**src/sv/swbp_pkg.sv**
```systemverilog
package swbp_pkg;

  // Default sizes
  localparam int CHANNELS_DEF    = 16;
  localparam int WINDOW_MAX_DEF  = 256;
  localparam int MAX_BANDS_DEF   = 4;
  localparam int SAMPLE_BITS_DEF = 16;

  // Datapath widths and latencies
  localparam int CORDIC_N = 16;           // rotation stages
  localparam int TAG_N    = CORDIC_N + 3; // issue to product-valid
  localparam int FIN_LAT  = 5;            // accumulator to power register
  localparam int X_W      = 25;           // widened sample
  localparam int TRIG_W   = 18;           // cos/sin, Q15 plus headroom
  localparam int ACC_W    = 64;
  localparam int LEN_W    = 9;
  localparam int NB_W     = 3;

  // Register reset values
  localparam logic [8:0]  WINDOW_LENGTH_RST   = 9'd64;
  localparam logic [2:0]  BAND_COUNT_RST      = 3'd3;
  localparam logic [15:0] BAND_STEP_RST       = 16'd0;
  localparam logic [24:0] AMPLITUDE_SCALE_RST = 25'd131072;
  localparam logic [24:0] AMPLITUDE_MAX       = 25'd16777216;

  typedef enum logic [2:0] {
    REG_WINDOW_LENGTH,
    REG_BAND_COUNT,
    REG_BAND_STEP_0,
    REG_BAND_STEP_1,
    REG_BAND_STEP_2,
    REG_BAND_STEP_3,
    REG_AMPLITUDE_SCALE
  } reg_index_t;

  // Controller to datapath
  typedef struct packed {
    logic       clear_step;
    logic       push;
    logic       band_start;
    logic       issue;
    logic       load_out;
    logic       last;
    logic [1:0] band;
  } cmd_t;

  // Datapath to controller
  typedef struct packed {
    logic             clear_last;
    logic             busy;
    logic             in_ok;
    logic             in_end;
    logic [LEN_W-1:0] len;
    logic [NB_W-1:0]  nb;
  } status_t;

  // Rotation angles in units of 2^-16 turn
  function automatic logic signed [TRIG_W-1:0] atan_turn(input int i);
    logic signed [TRIG_W-1:0] r;
    case (i)
      0:       r = 18'sd8192;
      1:       r = 18'sd4836;
      2:       r = 18'sd2555;
      3:       r = 18'sd1297;
      4:       r = 18'sd651;
      5:       r = 18'sd326;
      6:       r = 18'sd163;
      7:       r = 18'sd81;
      8:       r = 18'sd41;
      9:       r = 18'sd20;
      10:      r = 18'sd10;
      11:      r = 18'sd5;
      12:      r = 18'sd3;
      13:      r = 18'sd1;
      14:      r = 18'sd1;
      default: r = 18'sd0;
    endcase
    return r;
  endfunction

endpackage

```
**src/sv/swbp_ctrl.sv**
```systemverilog
module swbp_ctrl (
  input  logic              clk,
  input  logic              rst,
  input  logic              in_valid,
  output logic              in_stall,
  output logic              out_valid,
  input  logic              out_stall,
  output swbp_pkg::cmd_t    cmd,
  input  swbp_pkg::status_t st
);

  typedef enum logic [2:0] {
    S_CLEAR,
    S_IDLE,
    S_SETUP,
    S_ISSUE,
    S_DRAIN,
    S_FIN,
    S_OUT
  } state_t;

  state_t                       state;
  logic [swbp_pkg::LEN_W-1:0]   j;
  logic [1:0]                   band;
  logic [2:0]                   fcnt;
  logic                         is_last;
  logic                         take;

  assign is_last  = ({1'b0, band} + 3'd1) == st.nb;
  assign in_stall = state != S_IDLE;
  assign take     = in_valid && state == S_IDLE;

  // Commands
  always_comb begin
    cmd            = '0;
    cmd.band       = band;
    cmd.last       = is_last;
    cmd.clear_step = state == S_CLEAR;
    cmd.push       = take && st.in_ok;
    cmd.band_start = state == S_SETUP;
    cmd.issue      = state == S_ISSUE;
    cmd.load_out   = state == S_FIN && fcnt == 3'(swbp_pkg::FIN_LAT - 1);
  end

  // Sequencer
  always_ff @(posedge clk) begin
    if (rst) begin
      state     <= S_CLEAR;
      out_valid <= 1'b0;
      j         <= '0;
      band      <= '0;
      fcnt      <= '0;
    end else begin
      case (state)
        S_CLEAR: begin
          if (st.clear_last) state <= S_IDLE;
        end
        S_IDLE: begin
          if (take && st.in_ok && st.in_end && st.nb != '0) begin
            band  <= '0;
            state <= S_SETUP;
          end
        end
        S_SETUP: begin
          j     <= '0;
          state <= (st.len == '0) ? S_DRAIN : S_ISSUE;
        end
        S_ISSUE: begin
          j <= j + 1'b1;
          if (j == st.len - 1'b1) state <= S_DRAIN;
        end
        S_DRAIN: begin
          if (!st.busy) begin
            fcnt  <= '0;
            state <= S_FIN;
          end
        end
        S_FIN: begin
          fcnt <= fcnt + 3'd1;
          if (cmd.load_out) begin
            out_valid <= 1'b1;
            state     <= S_OUT;
          end
        end
        S_OUT: begin
          if (!out_stall) begin
            out_valid <= 1'b0;
            if (is_last) begin
              state <= S_IDLE;
            end else begin
              band  <= band + 2'd1;
              state <= S_SETUP;
            end
          end
        end
        default: state <= S_IDLE;
      endcase
    end
  end

  // No new sample while a result is pending
  a_out_blocks_in: assert property (@(posedge clk) disable iff (rst)
    out_valid |-> in_stall)
    else $error("input taken while result pending");

  // Result loaded only once the accumulator has settled
  a_load_settled: assert property (@(posedge clk) disable iff (rst)
    cmd.load_out |-> !st.busy)
    else $error("result loaded with products in flight");

  // Never walk past the window
  a_issue_in_window: assert property (@(posedge clk) disable iff (rst)
    cmd.issue |-> j < st.len)
    else $error("read beyond window");

endmodule

```
**config.mk**
```make
export PLATFORM = sky130hd
export DESIGN_NAME = swbp_ctrl
export DESIGN_NICKNAME = d
export VERILOG_FILES = /design/src/sv/swbp_pkg.sv /design/src/sv/swbp_ctrl.sv
export SDC_FILE = /design/constraint.sdc
export NUM_CORES = 1
export LEC_CHECK = 0
export ABC_AREA = 0
export BUFFER_PORTS_ARGS = -buffer_cell sky130_fd_sc_hd__buf_4
export CORE_UTILIZATION = 58
export DETAILED_ROUTE_END_ITERATION = 16
export GPL_TIMING_DRIVEN = 0
export PLACE_DENSITY_LB_ADDON = 0.1
export SYNTH_ARGS = -nofsm -noshare
export SYNTH_HDL_FRONTEND = slang
export SYNTH_SLANG_ARGS = --single-unit
```
**constraint.sdc**
```tcl
create_clock -name clk -period 3.7 [get_ports clk]
set_input_delay 0.74 -clock clk [delete_from_list [all_inputs] [get_ports clk]]
set_output_delay 0.74 -clock clk [all_outputs]
set_load 0.03 [all_outputs]
```
* After elaboration in Yosys (flattened, before gate mapping) *
Cells that the tools add are included.

storage, ports and cells
  input port bits = 20
  word-level logic and storage cells = 62
  register bits = 18
  output and inout port bits = 10

cells by class
  mux-type cells = 19
  reductions and logical operators = 16
  add/subtract/negate cells = 5
  eq/ne operators = 17

operator list
  cell                   count
  $mux W3                8
  $pmux W3 S7            1
  $pmux W9 S2            1
  $eq A3 B3 Y1 const B   4
  $add A9 B1 Y9 const B  1
  $eq A9 B9 Y1           1
  $logic_not A9 Y1       1
  $sub A9 B1 Y9 const B  1
  $mux W2                4
  $ne A2 B2 Y1 const B   4
  $reduce_bool A2 Y1     4
  $eq A3 B2 Y1 const B   2
  $ne A2 B1 Y1 const B   3
  $pmux W3 S2            1
  $reduce_and A6 Y1      1
  $logic_and A1 B1 Y1    5
  $pmux W2 S2            1
  $reduce_and A4 Y1      1
  $add A2 B1 Y3 const B  1
  $add A3 B1 Y3 const B  1
  $eq A3 B1 Y1 const B   1
  $eq A3 B3 Y1           1
  $logic_not A3 Y1       1
  $ne A3 B1 Y1 const B   1
  other kinds (6)        7

* Longest topological paths before layout *
Gate-level depths: netlist of the first run.

  word-level depth = 7
  depth in mapped cells = 8
  gate-level depth less buffers = 8

* Least setup slack after synthesis of the first run *
OpenSTA, ideal clock, no wires.

  path kind = input-to-reg
  start point = input st[3] in the netlist's numbering
  end point = register state[0]
  buffers on the path = 0
  data arrival time = 2.117 ns
  cell stages on the path = 8
  setup slack = 1.449 ns
  data required time = 3.566 ns
  path through = inv_1 ha_1 nor3b_4 xnor2_1 a31oi_1 nor4_1 and4b_4 o32ai_2

on the way
  word-level cells in the longest chain between the ends = 4
  elaborated cells between the ends (all ways) = 7

RTL lines
  element                      line             source
  start, declared              swbp_ctrl.sv:9   input swbp_pkg::status_t st
  $sub A9 B1 Y9                swbp_ctrl.sv:70  if (j == st.len - 1'b1) state <= S_DRAIN;
  $eq A9 B9 Y1                 swbp_ctrl.sv:70
  $ne A2 B1 Y1 (no line)       -
  $reduce_and A6 Y1 (no line)  -
  end signal, assigned         swbp_ctrl.sv:66  state <= (st.len == '0) ? S_DRAIN : S_ISSUE;
  end, declared                swbp_ctrl.sv:22  state_t state;

Several ways; a longest one is shown, not always the timed one.
A chain may end at the register's enable or synchronous reset.

* Final worst setup path of the first run *
  start point = register band[0]
  end point = output cmd[2] in the netlist's numbering

on the way
  word-level cells in the longest chain between the ends = 2

RTL lines
  element                 line             source
  start, declared         swbp_ctrl.sv:24  logic [1:0] band;
  start signal, assigned  swbp_ctrl.sv:91  band <= band + 2'd1;
  $add A2 B1 Y3           swbp_ctrl.sv:29  assign is_last = ({1'b0, band} + 3'd1) == st.nb;
  $eq A3 B3 Y1            swbp_ctrl.sv:29
  end, declared           swbp_ctrl.sv:8   output swbp_pkg::cmd_t cmd,

Every way passes these cells.

==> flow_metrics.env, run 1 <==
export IMPL_outcome="finished, final reports clean"
export IMPL_ios=30
export IMPL_clockRootBuffer="clkbuf_4"
export IMPL_cap_violations=0
export IMPL_share_seq_of_total_power_pct=33.0
export IMPL_routed_top_layer="met4"
export IMPL_antenna_found_initial=0
export IMPL_synth_nets=209
export IMPL_clk_insertion_delay_late_ps=300
export IMPL_port_buffers=29
export IMPL_drc=0
export IMPL_worst_setup_path_start_kind="flip-flop"
export IMPL_start_util_pct=62.65
export IMPL_cts_resized_gates=0
export IMPL_nNetsFinal=243
export IMPL_powerDensity_nw_per_um2=373.4
export IMPL_pwr_share_clk_pct=19.5
export IMPL_die_width_um=51.35
export IMPL_maxSlewViolCount=0
export IMPL_hpwl_um=2560
export IMPL_holdBufCountCts=0
export IMPL_cts_setup_buffers=0
export IMPL_synth_top_family_by_area="simple AND/OR/NAND/NOR gates"
export IMPL_p_int_mw=0.3779
export IMPL_rows=17
export IMPL_synthTopCellsByArea="dfxtp_1 26%, xnor2_1 6.8%, nor2_1 6.6%"
export IMPL_wl_per_cell_um=13.33
export IMPL_hold_class="flip-flop to flip-flop"
export IMPL_grt_pass1_wl_um=5230
export IMPL_synth_top_area_share_pct=25.51
export IMPL_finalHoldViolCount=0
export IMPL_synth_compound_area_share_pct=17.18
export IMPL_synth_seq_cells=18
export IMPL_antenna_cells=0
export IMPL_fin_crit_sh_pct=66.07
export IMPL_ys_async_sr_fraction_pct=0
export IMPL_grt_pass1_vias=1235
export IMPL_cts_buffer_depth=2
export IMPL_dieArea_um2=2637
export IMPL_synth_xor_area_share_pct=9.300
export IMPL_switching_power_mw=0.2575
export IMPL_die_y_um=51.35
export IMPL_rsz0062_at_grt="no"
export IMPL_tns_ps=0
export IMPL_antenna_left=0
export IMPL_worstPathMaxFanout=5
export IMPL_layout_drive_gt1_share_pct=23.50
export IMPL_drt_iter0_markers=55
export IMPL_yosysUniqueCellTypes=45
export IMPL_placed_area_um2=1665
export IMPL_core_area_um2=2255
export IMPL_route_met3_wl_um=180
export IMPL_grt_max_degree=11
export IMPL_synth_top_cell_by_area="dfxtp_1"
export IMPL_min_period_ps=2445
export IMPL_clkSlewWorstSetupHoldPaths_ps=110
export IMPL_routed_wl_um=3266
export IMPL_gp_congestion=0.8319
export IMPL_synth_area_um2=1413
export IMPL_synth_simple_area_share_pct=31.18
export IMPL_synthCells=184
export IMPL_via_per_inst=5.722
export IMPL_path_class="flip-flop to primary output"
export IMPL_arrival_ps=1700
export IMPL_required_ps=2960
export IMPL_synth_edff_count=0
export IMPL_skew_ps=1.393
export IMPL_setup_viol=0
export IMPL_synth_flop_cell="dfxtp_1"
export IMPL_slew_headroom_pct=68.02
export IMPL_vias=1402
export IMPL_yosysSeqAreaShare_pct=25.51
export IMPL_swShare_pct=40.52
export IMPL_muxShareOfSynthArea_pct=5.846
export IMPL_drtPass1Iterations=4
export IMPL_p_leak_nw=0.6997
export IMPL_clock_sinks=18
export IMPL_wl_met1_um=1425
export IMPL_cts_buffers=3
export IMPL_max_freq_mhz=409.1
export IMPL_combinationalPowerShare_pct=47.5
export IMPL_ctsHtreeMaxLevel=1
export IMPL_overflow=0
export IMPL_endpoint_kind="primary output"
export IMPL_syn_avg_cell_area_um2=7.677
export IMPL_ir_drop_mv=0.4406
export IMPL_tritoncts="built"
export IMPL_area_growth_pct=20.46
export IMPL_power_total_mw=0.6354
export IMPL_final_cell_area_um2=1702
export IMPL_route_met2_wl_um=1637
export IMPL_synthAdderAreaFrac_pct=4.429
export IMPL_yosys_warnings=0
export IMPL_worst_pin_slew_ps=479.7
export IMPL_globalRouteTotalUtil_pct=26.34
worst max-delay path, stage by stage, from the launching register on:
cell     delay [ps]
dfxtp_1         370
ha_1            340
xor2_1          180
nor3_2          220
buf_4           160
buf_4           140
power by group through the flow:
stage | registers (mW) | clock network [mW] | logic, mW
global route | 0.211 | 0.133 | 0.325
finish | 0.210 | 0.124 | 0.302
detailed placement | 0.214 | 0 | 0.297
CTS | 0.210 | 0.128 | 0.299
floorplan | 0.213 | 0 | 0.205
global placement | 0.214 | 0 | 0.290
Yosys cell counts, types with 2 or more instances:
| master | number |
|---|---|
| xor2_1 | 4 |
| a21oi_1 | 10 |
| mux2i_1 | 6 |
| inv_1 | 9 |
| o311ai_0 | 2 |
| nand3_1 | 9 |
| nand2_1 | 17 |
| buf_2 | 5 |
| o21ai_0 | 6 |
| clkbuf_1 | 5 |
| nor2_1 | 25 |
| mux2_2 | 2 |
| nand4_1 | 2 |
| ha_1 | 5 |
| a22oi_1 | 3 |
| nand2b_1 | 3 |
| xnor2_1 | 11 |
| nand3b_1 | 2 |
| nor3_1 | 10 |
| o211ai_1 | 2 |
| and3_1 | 3 |
| or3_1 | 2 |
| dfxtp_1 | 18 |
| buf_4 | 2 |
cell usage in the layout, fill, tap and decap left out, drive strengths merged, types with 4 or more instances in the layout:
cell | Yosys | final
buf | 7 | 36
nor2 | 25 | 25
dfxtp | 18 | 18
nand2 | 17 | 17
xnor2 | 11 | 11
nor3 | 11 | 11
a21oi | 10 | 10
nand3 | 10 | 10
inv | 9 | 9
clkbuf | 5 | 9
mux2i | 6 | 6
o21ai | 6 | 6
ha | 5 | 5
xor2 | 4 | 4
state kept, by name, indices dropped and copies added (netlist names):
name       cells
band           2
fcnt           3
j              9
out_valid      1
state          3
path summary, 6_finish.rpt:
check,from,endpoint,slack (ps),depth (start not counted)
worst max-delay path,band[0],cmd[2],1260,5
worst min register to register,out_valid,out_valid,500,2
worst max register to register,state[0],state[0],1830,7
worst min-delay path,out_valid,out_valid,500,2
per-stage QoR:
step                      hold WS (ps)  utilization (%)  setup WS [ps]  std cells
after floorplan                  473.5                -           1449        184
after global placement           471.8            73.86           1112        241
after detailed placement         477.4            73.86           1068        241
after CTS                        504.2            75.47           1230        245
after global routing             559.5            75.47           1123        245
final                            501.3            75.47           1255        245
kinds of logic after synthesis:
family	Yosys count
muxes	8
AOI/OAI and AO/OA	34
buffers and inverters	21
xor gates and xnor gates	15
adders and majority gates	5
and+or+nand+nor	83
DFF	18
per-layer routing:
layer	GRT usage (%)	vias up
met3	1.786	4
li1	-	711
met2	47.81	43
met5	0	-
met1	32.67	644
met4	8.559	0
layout make-up:
type | instances | area, um2
Inverter | 9 | 33.78
Tap cell | 28 | 35.03
Timing Repair Buffer | 29 | 217.7
Multi-Input combinational cell | 145 | 959.7
Clock buffer | 4 | 36.28
Sequential cell | 18 | 360.3
Fill cell | 183 | 553.0
Buffer | 12 | 58.81
(Power assumes the default switching activity.)
==> run 2: changes to the inputs <==
CORE_UTILIZATION = 54   (was 58)
clock period = 2.3 ns   (was 3.7 ns; I/O delays follow)
==> run 2 against run 1 <==
  * Cell area is 0.15% higher
  * First-iteration DRC count is 47% lower
  * Critical endpoint unchanged
  * Worst setup slack worse by 1100 ps
  * Sequential power is 61% higher
  * Die area is 7.1% higher
  * Largest power group unchanged
  * Clock skew is 8.7 ps higher
  * Largest cell class unchanged
  * Clock-buffer cell count stayed put
  * Cell count is 0.82% higher
  * Routed wire length is 2.7% lower
==> flow_metrics.env, run 2 (synthesized netlist as in run 1, its figures left out) <==
export IMPL_outcome="finished, final reports clean"
export IMPL_pwr_share_clk_pct=19.5
export IMPL_fill_cells=226
export IMPL_grt_max_degree=11
export IMPL_holdBufCountCts=0
export IMPL_tritoncts="built"
export IMPL_preCtsSetupSlack_ps=-121.1
export IMPL_layout_drive_gt1_share_pct=23.50
export IMPL_grt_pass1_wl_um=5085
export IMPL_worstHoldPathCells=3
export IMPL_combinationalPowerShare_pct=47.3
export IMPL_share_seq_of_total_power_pct=33.2
export IMPL_dieArea_um2=2824
export IMPL_antenna_cells=0
export IMPL_reg2regPathDepth=6
export IMPL_globalRouteTotalUtil_pct=25.12
export IMPL_layout_commonest_cell="buf_4"
export IMPL_arrival_ps=1690
export IMPL_wl_per_cell_um=12.87
export IMPL_drc=0
export IMPL_area_growth_pct=20.64
export IMPL_switching_power_mw=0.4119
export IMPL_vias=1450
export IMPL_core_area_um2=2477
export IMPL_clkSlewWorstSetupHoldPaths_ps=110
export IMPL_p_leak_nw=0.6997
export IMPL_rsz0062_at_grt="no"
export IMPL_largest_register_ffs=9
export IMPL_worst_setup_path_start_kind="flip-flop"
export IMPL_endpoint_kind="primary output"
export IMPL_gp_congestion=0.8779
export IMPL_most_common_layout_cells="31 x buf_4, 25 x nor2_1, 18 x dfxtp_1"
export IMPL_worstPathMaxFanout=5
export IMPL_ctsHtreeMaxLevel=1
export IMPL_worst_pin_slew_ps=490.2
export IMPL_antenna_left=0
export IMPL_tns_ps=0
export IMPL_whs_ps=463.8
export IMPL_multi_input_area_um2=959.7
export IMPL_rows=18
export IMPL_slew_headroom_pct=67.32
export IMPL_drt_iter0_markers=29
export IMPL_regToRegSetupSlack_ps=560
export IMPL_grt_pass1_vias=1254
export IMPL_start_util_pct=57.02
export IMPL_p_int_mw=0.6082
export IMPL_port_buffers=29
export IMPL_cap_violations=0
export IMPL_swShare_pct=40.38
export IMPL_powerDensity_nw_per_um2=598.6
export IMPL_die_y_um=53.15
export IMPL_clk_insertion_delay_late_ps=300
export IMPL_regMostFlops="j"
export IMPL_antenna_found_initial=0
export IMPL_hpwl_um=2511
export IMPL_die_width_um=53.15
export IMPL_overflow=0
export IMPL_fin_crit_sh_pct=93.36
export IMPL_finalHoldViolCount=0
export IMPL_clock_sinks=18
export IMPL_ir_drop_mv=0.6313
export IMPL_path_class="flip-flop to primary output"
export IMPL_max_freq_mhz=465.7
export IMPL_clockRootBuffer="clkbuf_4"
export IMPL_maxSlewViolCount=0
export IMPL_skew_ps=10.05
export IMPL_cts_resized_gates=0
export IMPL_cts_buffers=3
export IMPL_setup_slack_ps=152.8
export IMPL_min_period_ps=2147
export IMPL_via_per_inst=5.870
export IMPL_required_ps=1840
export IMPL_drtPass1Iterations=5
export IMPL_ios=30
export IMPL_cts_buffer_depth=2
export IMPL_setup_viol=0
export IMPL_cts_setup_buffers=0
export IMPL_seq_area_um2=360.3
export IMPL_routed_wl_um=3178
export IMPL_nNetsFinal=243
export IMPL_reg_top3="j: 9 flops, fcnt: 3 flops, state: 3 flops"
export IMPL_hold_class="primary input to flip-flop"
run 2: cell counts in the layout (fill, tap and decap cells not counted):
Identical to the previous run, type by type.
run 2: worst max-delay path: stages, from the launching register on:
cell     delay [ps]
dfxtp_1         420
ha_1            290
xor2_1          180
nor3_2          200
buf_4           150
buf_4           140
run 2: metrics by stage:
step                      std cells  utilization (%)  area [um2]  total power, mW
after floorplan                 184                -        1413           0.6719
after global placement          243            67.32        1668           0.8095
after detailed placement        243            67.32        1668           0.8219
after CTS                       247            68.79        1704            1.022
after global routing            247            68.79        1704            1.077
final                           247            68.79        1704            1.020
run 2: cell type report:
cell class,instances,share of cell area [%]
Sequential cell,18,21.15
Timing Repair Buffer,29,12.78
Buffer,12,3.451
Tap cell,30,2.203
Multi-Input combinational cell,145,56.31
Clock buffer,4,2.129
Inverter,9,1.982
run 2: power groups by stage:
stage / sequential [mW] / combinational (mW) / clock [mW]
finish: 0.338 / 0.483 / 0.199
global route: 0.341 / 0.521 / 0.215
CTS: 0.338 / 0.479 / 0.205
detailed placement: 0.345 / 0.477 / 0
global placement: 0.344 / 0.466 / 0
floorplan: 0.343 / 0.329 / 0
run 2: worst paths after layout:
kind                                 from        end
worst max register to register    band[0]   state[0]
worst max-delay path              band[0]     cmd[2]
worst min register to register  out_valid  out_valid
worst min-delay path                  rst   state[0]
run 2: layer usage:
metal  share of wire [%]  track usage (%)  routed length (um)  up-vias
li1                    -                -                   -      717
met1                  43            27.60                1369      689
met4                 1.9            11.84                  61        0
met2                  51            46.62                1626       37
met5                   0                0                   0        -
met3                 3.8            3.448                 120        7
